**src/hw/rtl/b64c_pkg.sv**
```systemverilog
`timescale 1ns / 1ps
// ----------------------------------------------------------------------------
// b64c_pkg: shared types and tables of the base64 stream codec
// Item and result structs, the group record passed from front to back, the
// mode code and the alphabet mapping functions.
// ----------------------------------------------------------------------------
package b64c_pkg;

  // Default depth of the group queue between front and back
  localparam int QUEUE_DEPTH = 2;

  // Pad character '='
  localparam logic [7:0] CHAR_PAD = 8'h3D;

  // Group record: up to four result bytes, first in slot 0
  localparam int GROUP_SLOTS = 4;

  typedef enum logic {
    MODE_ENCODE = 1'b0,
    MODE_DECODE = 1'b1
  } b64c_mode_t;

  typedef struct packed {
    logic [7:0] data_byte;
    logic       message_end;
  } b64c_item_t;

  typedef struct packed {
    logic [7:0] out_byte;
    logic       run_end;
    logic       stream_end;
  } b64c_result_t;

  typedef struct packed {
    logic [GROUP_SLOTS-1:0][7:0] bytes;
    logic [2:0]                  count;
    logic                        last;
  } b64c_group_t;

  // Map a sextet to its character of the standard alphabet
  function automatic logic [7:0] b64_char(input logic [5:0] s);
    logic [7:0] v;
    v = {2'b00, s};
    if (s < 6'd26) begin
      return v + 8'd65;
    end else if (s < 6'd52) begin
      return v + 8'd71;
    end else if (s < 6'd62) begin
      return v - 8'd4;
    end else if (s == 6'd62) begin
      return 8'h2B;
    end else begin
      return 8'h2F;
    end
  endfunction

  // Map a character to its sextet; anything outside the alphabet gives 255
  function automatic logic [7:0] sextet_of(input logic [7:0] c);
    if (c inside {[8'h41:8'h5A]}) begin
      return c - 8'd65;
    end else if (c inside {[8'h61:8'h7A]}) begin
      return c - 8'd71;
    end else if (c inside {[8'h30:8'h39]}) begin
      return c + 8'd4;
    end else if (c == 8'h2B) begin
      return 8'd62;
    end else if (c == 8'h2F) begin
      return 8'd63;
    end else begin
      return 8'd255;
    end
  endfunction

endpackage

```
**src/hw/rtl/base64_stream_codec_unit.sv**
```systemverilog
`timescale 1ns / 1ps
// ----------------------------------------------------------------------------
// base64_stream_codec_unit: streaming base64 encoder and decoder
//
//   channel  | handshake                  | payload
//   ---------+----------------------------+--------------------------------
//   item     | item_valid / item_ready    | data_byte, message_end
//   result   | result_valid / result_ready| out_byte, run_end, stream_end
//   config   | cfg_we                     | cfg_wdata (mode)
//
// An item is taken whenever the group queue has room; its group is written into
// the queue, and its first result then loads into the output register.
// The output port moves one result per cycle while result_ready is high; it
// limits encoding (three items, four results); decoding takes one item per cycle.
// Reset is synchronous: mode encode, open group empty, queue empty.
// A stalled result port fills the queue and then drops item_ready.
// ----------------------------------------------------------------------------
module base64_stream_codec_unit #(
  parameter int QUEUE_DEPTH = b64c_pkg::QUEUE_DEPTH
) (
  input  logic                   clk,
  input  logic                   rst,
  input  logic                   cfg_we,
  input  logic                   cfg_wdata,
  input  logic                   item_valid,
  output logic                   item_ready,
  input  b64c_pkg::b64c_item_t   item,
  output logic                   result_valid,
  input  logic                   result_ready,
  output b64c_pkg::b64c_result_t result
);
  import b64c_pkg::*;

  logic        q_ready;
  logic        q_push;
  b64c_group_t q_entry;
  logic        q_pop;
  logic        q_head_valid;
  b64c_group_t q_head;

  // Intake and group building
  b64c_front u_front (
    .clk        (clk),
    .rst        (rst),
    .cfg_we     (cfg_we),
    .cfg_wdata  (cfg_wdata),
    .item_valid (item_valid),
    .item_ready (item_ready),
    .item       (item),
    .q_ready    (q_ready),
    .q_push     (q_push),
    .q_entry    (q_entry)
  );

  // Decouple front from back
  b64c_queue #(
    .DEPTH (QUEUE_DEPTH)
  ) u_queue (
    .clk        (clk),
    .rst        (rst),
    .push       (q_push),
    .push_entry (q_entry),
    .push_ready (q_ready),
    .pop        (q_pop),
    .head_valid (q_head_valid),
    .head       (q_head)
  );

  // Serialize groups to results
  b64c_back u_back (
    .clk          (clk),
    .rst          (rst),
    .head_valid   (q_head_valid),
    .head         (q_head),
    .pop          (q_pop),
    .result_valid (result_valid),
    .result_ready (result_ready),
    .result       (result)
  );

endmodule

```
**src/hw/rtl/b64c_front.sv**
```systemverilog
`timescale 1ns / 1ps
// ----------------------------------------------------------------------------
// b64c_front: item intake and group builder
// Holds the mode and the open group, takes one item per cycle while the queue has
// room and turns each item into a group record of zero to four result bytes.
// ----------------------------------------------------------------------------
module b64c_front (
  input  logic                clk,
  input  logic                rst,
  input  logic                cfg_we,
  input  logic                cfg_wdata,
  input  logic                item_valid,
  output logic                item_ready,
  input  b64c_pkg::b64c_item_t item,
  input  logic                q_ready,
  output logic                q_push,
  output b64c_pkg::b64c_group_t q_entry
);
  import b64c_pkg::*;

  b64c_mode_t  mode;
  logic [23:0] held_bits;
  logic [1:0]  fill_count;
  logic        padding_seen;

  logic [23:0] held_bits_next;
  logic [1:0]  fill_count_next;
  logic        padding_seen_next;
  b64c_group_t grp;

  logic [23:0] enc_word;
  logic [1:0]  enc_cnt;
  logic [7:0]  sextet;
  logic [23:0] dec_word;
  logic [1:0]  dec_cnt;
  logic        accept;

  // Bytes left by a partial decode group of c sextets
  function automatic b64c_group_t decode_flush(input logic [23:0] h, input logic [1:0] c);
    b64c_group_t g;
    g = '0;
    case (c)
      2'd2: begin
        g.bytes[0] = {h[11:6], h[5:4]};
        g.count    = 3'd1;
      end
      2'd3: begin
        g.bytes[0] = {h[17:12], h[11:10]};
        g.bytes[1] = {h[9:6], h[5:2]};
        g.count    = 3'd2;
      end
      default: begin
        g.count = 3'd0;
      end
    endcase
    return g;
  endfunction

  assign accept     = item_valid && item_ready;
  assign item_ready = q_ready;
  assign q_push     = accept && (grp.count != 3'd0);
  assign q_entry    = grp;

  // Classify the item and build its group
  always_comb begin
    held_bits_next    = held_bits;
    fill_count_next   = fill_count;
    padding_seen_next = padding_seen;
    grp               = '0;
    enc_word          = {held_bits[15:0], item.data_byte};
    enc_cnt           = fill_count + 2'd1;
    sextet            = sextet_of(item.data_byte);
    dec_word          = {held_bits[17:0], sextet[5:0]};
    dec_cnt           = fill_count + 2'd1;

    if (mode == MODE_ENCODE) begin
      if (enc_cnt == 2'd3) begin
        grp.bytes[0]    = b64_char(enc_word[23:18]);
        grp.bytes[1]    = b64_char(enc_word[17:12]);
        grp.bytes[2]    = b64_char(enc_word[11:6]);
        grp.bytes[3]    = b64_char(enc_word[5:0]);
        grp.count       = 3'd4;
        held_bits_next  = '0;
        fill_count_next = '0;
      end else begin
        held_bits_next  = enc_word;
        fill_count_next = enc_cnt;
        if (item.message_end) begin
          if (enc_cnt == 2'd1) begin
            grp.bytes[0] = b64_char(enc_word[7:2]);
            grp.bytes[1] = b64_char({enc_word[1:0], 4'b0000});
            grp.bytes[2] = CHAR_PAD;
          end else begin
            grp.bytes[0] = b64_char(enc_word[15:10]);
            grp.bytes[1] = b64_char(enc_word[9:4]);
            grp.bytes[2] = b64_char({enc_word[3:0], 2'b00});
          end
          grp.bytes[3] = CHAR_PAD;
          grp.count    = 3'd4;
        end
      end
    end else if (!padding_seen) begin
      if (item.data_byte == CHAR_PAD) begin
        // Pad flushes the open group, then ignore items to message end
        padding_seen_next = 1'b1;
        grp               = decode_flush(held_bits, fill_count);
        held_bits_next    = '0;
        fill_count_next   = '0;
      end else if (fill_count == 2'd3) begin
        grp.bytes[0]    = {held_bits[17:12], held_bits[11:10]};
        grp.bytes[1]    = {held_bits[9:6], held_bits[5:2]};
        grp.bytes[2]    = {held_bits[1:0], 6'b000000} + sextet;
        grp.count       = 3'd3;
        held_bits_next  = '0;
        fill_count_next = '0;
      end else begin
        held_bits_next  = dec_word;
        fill_count_next = dec_cnt;
        if (item.message_end) begin
          grp = decode_flush(dec_word, dec_cnt);
        end
      end
    end

    if (item.message_end) begin
      held_bits_next    = '0;
      fill_count_next   = '0;
      padding_seen_next = 1'b0;
    end
    grp.last = item.message_end;
  end

  // Hold mode and open group; a mode write clears the group, else advance on each accepted item
  always_ff @(posedge clk) begin
    if (rst) begin
      mode         <= MODE_ENCODE;
      held_bits    <= '0;
      fill_count   <= '0;
      padding_seen <= 1'b0;
    end else if (cfg_we) begin
      mode         <= b64c_mode_t'(cfg_wdata);
      held_bits    <= '0;
      fill_count   <= '0;
      padding_seen <= 1'b0;
    end else if (accept) begin
      held_bits    <= held_bits_next;
      fill_count   <= fill_count_next;
      padding_seen <= padding_seen_next;
    end
  end

endmodule

```
**src/hw/rtl/b64c_queue.sv**
```systemverilog
`timescale 1ns / 1ps
// ----------------------------------------------------------------------------
// b64c_queue: group queue between front and back
// A small circular buffer of group records; the head is read in place.
// ----------------------------------------------------------------------------
module b64c_queue #(
  parameter int DEPTH = b64c_pkg::QUEUE_DEPTH
) (
  input  logic                  clk,
  input  logic                  rst,
  input  logic                  push,
  input  b64c_pkg::b64c_group_t push_entry,
  output logic                  push_ready,
  input  logic                  pop,
  output logic                  head_valid,
  output b64c_pkg::b64c_group_t head
);
  import b64c_pkg::*;

  localparam int PTR_W = $clog2(DEPTH);
  localparam int CNT_W = $clog2(DEPTH + 1);

  b64c_group_t      entries [DEPTH];
  logic [PTR_W-1:0] wr_ptr;
  logic [PTR_W-1:0] rd_ptr;
  logic [CNT_W-1:0] count;

  assign push_ready = (count != CNT_W'(DEPTH));
  assign head_valid = (count != '0);
  assign head       = entries[rd_ptr];

  // Store pushed groups
  always_ff @(posedge clk) begin
    if (push) begin
      entries[wr_ptr] <= push_entry;
    end
  end

  // Advance pointers and fill count
  always_ff @(posedge clk) begin
    if (rst) begin
      wr_ptr <= '0;
      rd_ptr <= '0;
      count  <= '0;
    end else begin
      if (push) begin
        wr_ptr <= (wr_ptr == PTR_W'(DEPTH - 1)) ? '0 : wr_ptr + PTR_W'(1);
      end
      if (pop) begin
        rd_ptr <= (rd_ptr == PTR_W'(DEPTH - 1)) ? '0 : rd_ptr + PTR_W'(1);
      end
      if (push && !pop) begin
        count <= count + CNT_W'(1);
      end else if (pop && !push) begin
        count <= count - CNT_W'(1);
      end
    end
  end

`ifndef SYNTH
  a_count_bound: assert property (@(posedge clk) disable iff (rst)
    count <= CNT_W'(DEPTH))
    else $error("queue fill count beyond depth");
  a_pop_nonempty: assert property (@(posedge clk) disable iff (rst)
    pop |-> count != '0)
    else $error("pop from empty queue");
  a_push_grows: assert property (@(posedge clk) disable iff (rst)
    push && !pop |=> count == $past(count) + CNT_W'(1))
    else $error("push without pop did not grow the queue");
  a_entry_nonempty: assert property (@(posedge clk) disable iff (rst)
    push |-> push_entry.count != 3'd0)
    else $error("empty group pushed");
`endif

endmodule

```
**src/hw/rtl/b64c_back.sv**
```systemverilog
`timescale 1ns / 1ps
// ----------------------------------------------------------------------------
// b64c_back: result serializer
// Walks the head group one byte per cycle into the output register while it is
// free, marks the last byte of each group and flags the end of a message.
// ----------------------------------------------------------------------------
module b64c_back (
  input  logic                    clk,
  input  logic                    rst,
  input  logic                    head_valid,
  input  b64c_pkg::b64c_group_t   head,
  output logic                    pop,
  output logic                    result_valid,
  input  logic                    result_ready,
  output b64c_pkg::b64c_result_t  result
);
  import b64c_pkg::*;

  logic [1:0] idx;
  logic       load;
  logic       final_slot;

  assign load       = !result_valid || result_ready;
  assign final_slot = ({1'b0, idx} == (head.count - 3'd1));
  assign pop        = load && head_valid && final_slot;

  // Load the next byte whenever the output register is free
  always_ff @(posedge clk) begin
    if (rst) begin
      result_valid <= 1'b0;
      idx          <= '0;
    end else if (load) begin
      result_valid <= head_valid;
      if (head_valid) begin
        idx <= final_slot ? 2'd0 : idx + 2'd1;
      end
    end
  end

  // Output payload
  always_ff @(posedge clk) begin
    if (load && head_valid) begin
      result.out_byte   <= head.bytes[idx];
      result.run_end    <= final_slot;
      result.stream_end <= final_slot && head.last;
    end
  end

endmodule

```
**config.mk**
```make
export PLATFORM = sky130hd
export DESIGN_NAME = base64_stream_codec_unit
export DESIGN_NICKNAME = d
export VERILOG_FILES = /design/src/hw/rtl/b64c_pkg.sv /design/src/hw/rtl/base64_stream_codec_unit.sv /design/src/hw/rtl/b64c_front.sv /design/src/hw/rtl/b64c_queue.sv /design/src/hw/rtl/b64c_back.sv
export SDC_FILE = /design/constraint.sdc
export NUM_CORES = 1
export LEC_CHECK = 0
export BUFFER_PORTS_ARGS = -buffer_cell sky130_fd_sc_hd__buf_2
export CORE_MARGIN = 4
export CORE_UTILIZATION = 50
export DETAILED_ROUTE_END_ITERATION = 8
export PLACE_DENSITY = 0.75
export SLEW_MARGIN = 10
export SYNTH_ARGS = -nofsm -noshare
export SYNTH_HDL_FRONTEND = slang
export SYNTH_HIERARCHICAL = 1
export SYNTH_SLANG_ARGS = --single-unit
```
**constraint.sdc**
```tcl
create_clock -name clk -period 4.1 [get_ports clk]
set_input_delay 0.205 -clock clk [delete_from_list [all_inputs] [get_ports clk]]
set_output_delay 0.205 -clock clk [all_outputs]
set_load 0.02 [all_outputs]
```
==> reports/metrics.yaml <==
setup_path:
  crit_cells: 9
  cp.arrival_ns: 3.25
  critPathKind: "reg2reg"
  crit_top_cell: "nor3_1"
  cp_max_fo: 23
  ff2ff_path_depth: 9
  worstSetupStartpoint: "u_front/fill_count[0]$_SDFFE_PP0P_"
  path_cells: "inv_1 > ha_1 > buf_4 > a211oi_1 > nor3_1 > nor3_1 > nor2_1 > nor2b_4 > buf_12"
  crit_family: "simple AND/OR/NAND/NOR gates"
  r2r-start: "u_front/fill_count[0]$_SDFFE_PP0P_"
  end_kind: "register"
  cp.required_ns: 4.15
  path_buf_inv: 3
  start_kind: "register"
  cp_slowest_cell: "nor2b_4"
  max_stage_delay_ns: 0.51
power:
  finalPower_mw: 3.05
  p_leak_nw: 3.42
  ir_drop_v: 0.000312
  p_per_area_nw_per_um2: 316
run:
  cap_violations: 0
route:
  drt_pass1_iterations: 7
  wl_microns: 29000
  drt-wirelength-per-cell_microns: 24.0
  wirelength_met1_microns: 11700
  top_layer_used: "met5"
  via_count: 8293
  met3_length_microns: 3270
  drc_errors: 0
  met2_wirelength_microns: 12800
  via_per_inst: 6.87
  drtIter0Drc: 1209
  ant_nets: 0
sta:
  finalMaxSlewViolations: 0
  setup-tns-final_ns: 0
  rsz0062_at_grt: "false"
  max_freq_mhz: 313
  max_slew_margin: 0.393
  setup_viol: 0
  worst_hold_slack_ns: 0.0975
  skew_ns: 0.0121
  period_share: 0.779
  fin_crit_ns: 3.20
  worst_pin_slew_ns: 0.898
  hold_viol: 0
layout:
  area_growth_pct: 7.00
  fin_util: 0.552
  n_fill_cell: 1571
  num_antenna_cells: 0
  layoutNonFillerInstCount: 1208
  drive_gt1_frac: 0.110
  finalNetCount: 1042
placed_design:
  dpl.cell_count: 1192
  io_buffers: 26
  dpl.hpwl_microns: 21600
  gp_congestion: 1.01
synthesis:
  synth_top_cell_by_area: "edfxtp_1"
  synth_cell_types: 82
  synth_area_per_cell_sq_um: 9.07
  syn_area_sq_um: 9010
  ys_seq_elements: 112
  synth_flop_cell: "edfxtp_1"
  synth-edff-count: 82
  async_flop_share: 0
  yosysWarnings: 6
  synth_top_area_share: 0.273
  synth_common_cells: "82 x edfxtp_1, 71 x clkbuf_1, 64 x nand2_1, 61 x a21oi_1, 53 x nor2_1"
  syn_nets: 1057
  syn_inst: 993
  synth_area_leaders: "edfxtp_1 27%, ha_1 6.8%, dfxtp_1 6.7%, mux2_1 4.5%, a21oi_1 3.4%"
  seq_area_frac_synth: 0.340
  synth_most_common_cell: "edfxtp_1"
global_route:
  grt_max_degree: 37
  antenna_found_initial: 0
  grt_usage: 0.282
  first_global_vias: 7593
  grt_overflow: 0
  grt_pass1_wl_microns: 44300
clock_network:
  cts_root_buf: "clkbuf_16"
  cts_resized: 0
  clock_path_buffers: 2
  clkTransAtPathRegs_ns: 0.07
  cts_tree: "yes"
  hold_buffers: 0
  clock-sinks: 112
  postCtsSetupBuffers: 0
  htreeDepth: 3
  clkLatencyLatePin_ns: 0.35
  numCtsBuffers: 9
worst_hold_path:
  min_from: "item_valid"
  whs_path_depth: 2
  hold_class: "in2reg"
die:
  rows: 48
  die_x_microns: 142
  die_h_microns: 142
  io_pins: 27
  die-area_sq_um: 20200
  coreArea_sq_um: 17500
  initial_core_util: 0.516
status:
  status: "finished clean"
## flip-flops by register name (all words and copies together) (netlist names), named ones only
name,cells
u_queue/count,2
u_back/result_valid,1
u_queue/rd_ptr,1
u_front/fill_count,2
u_back/result,10
u_front/mode,1
u_queue/entries,72
u_front/padding_seen,1
u_back/idx,2
u_front/held_bits,18
u_queue/wr_ptr,1
## metrics by stage
stage	area (sq um)	worst slack (ns)
after floorplan	9010	0.173
after global placement	9350	0.832
after detailed placement	9350	0.758
after CTS	9640	0.956
after global routing	9640	0.772
final	9640	0.905
## cells by family (layout without fill, tap and decap cells)
group | after synthesis | in the layout | share of synthesized area
compound gates | 311 | 311 | 0.245
simple gates | 294 | 294 | 0.168
mux | 56 | 56 | 0.0794
buf+inv | 132 | 122 | 0.0612
fa+ha+maj | 49 | 49 | 0.0680
xor+xnor | 39 | 39 | 0.0379
flops | 112 | 112 | 0.340
## power breakdown
group | switching (mW) | internal (mW)
clock | 0.426 | 0.441
sequential | 0.0660 | 1.32
combinational | 0.505 | 0.293
total | 0.998 | 2.05
## final cells by class
cell class                 count  area, sq um  share of cell area
clock buffer                  11          243              0.0252
timing repair buffer          68          458              0.0475
tap                          225          282              0.0292
inverter                      38          143              0.0148
clock inverter                 5         45.0             0.00467
sequential                   112         3060               0.318
multi-input combinational    749         5410               0.561
## path summary, 6_finish.rpt
path                                            end  slack (ns)
setup / recovery   u_queue/entries[0][25]$_DFFE_PP_        0.90
hold / removal    u_front/padding_seen$_SDFFE_PP0P_         0.1
hold reg to reg       u_queue/count[1]$_SDFFE_PP0P_        0.50
setup reg to reg   u_queue/entries[0][25]$_DFFE_PP_        0.90
## cells in the final DEF, fill, tap and decap left out, types with 13 or more instances in the layout
cell | synthesis | layout
dfxtp_1 | 30 | 30
a31oi_1 | 22 | 22
nor3_1 | 48 | 47
o211ai_1 | 15 | 15
a22oi_1 | 13 | 13
a221oi_1 | 19 | 19
a211oi_1 | 25 | 25
edfxtp_1 | 82 | 82
xnor2_1 | 34 | 34
nor2b_1 | 18 | 17
ha_1 | 49 | 49
nand2_1 | 64 | 64
nand2b_1 | 15 | 15
a21oi_1 | 61 | 61
buf_4 | 2 | 41
nand3_1 | 31 | 31
mux2_1 | 36 | 36
nor2_1 | 53 | 53
inv_1 | 33 | 33
o21ai_0 | 45 | 45
buf_2 | 9 | 26
## layer usage
layer / vias up / track usage
met5: - / 0.0191
met4: 2 / 0.103
met3: 95 / 0.0669
met2: 516 / 0.431
met1: 3895 / 0.389
li1: 3785 / -
(Power assumes the default switching activity.)
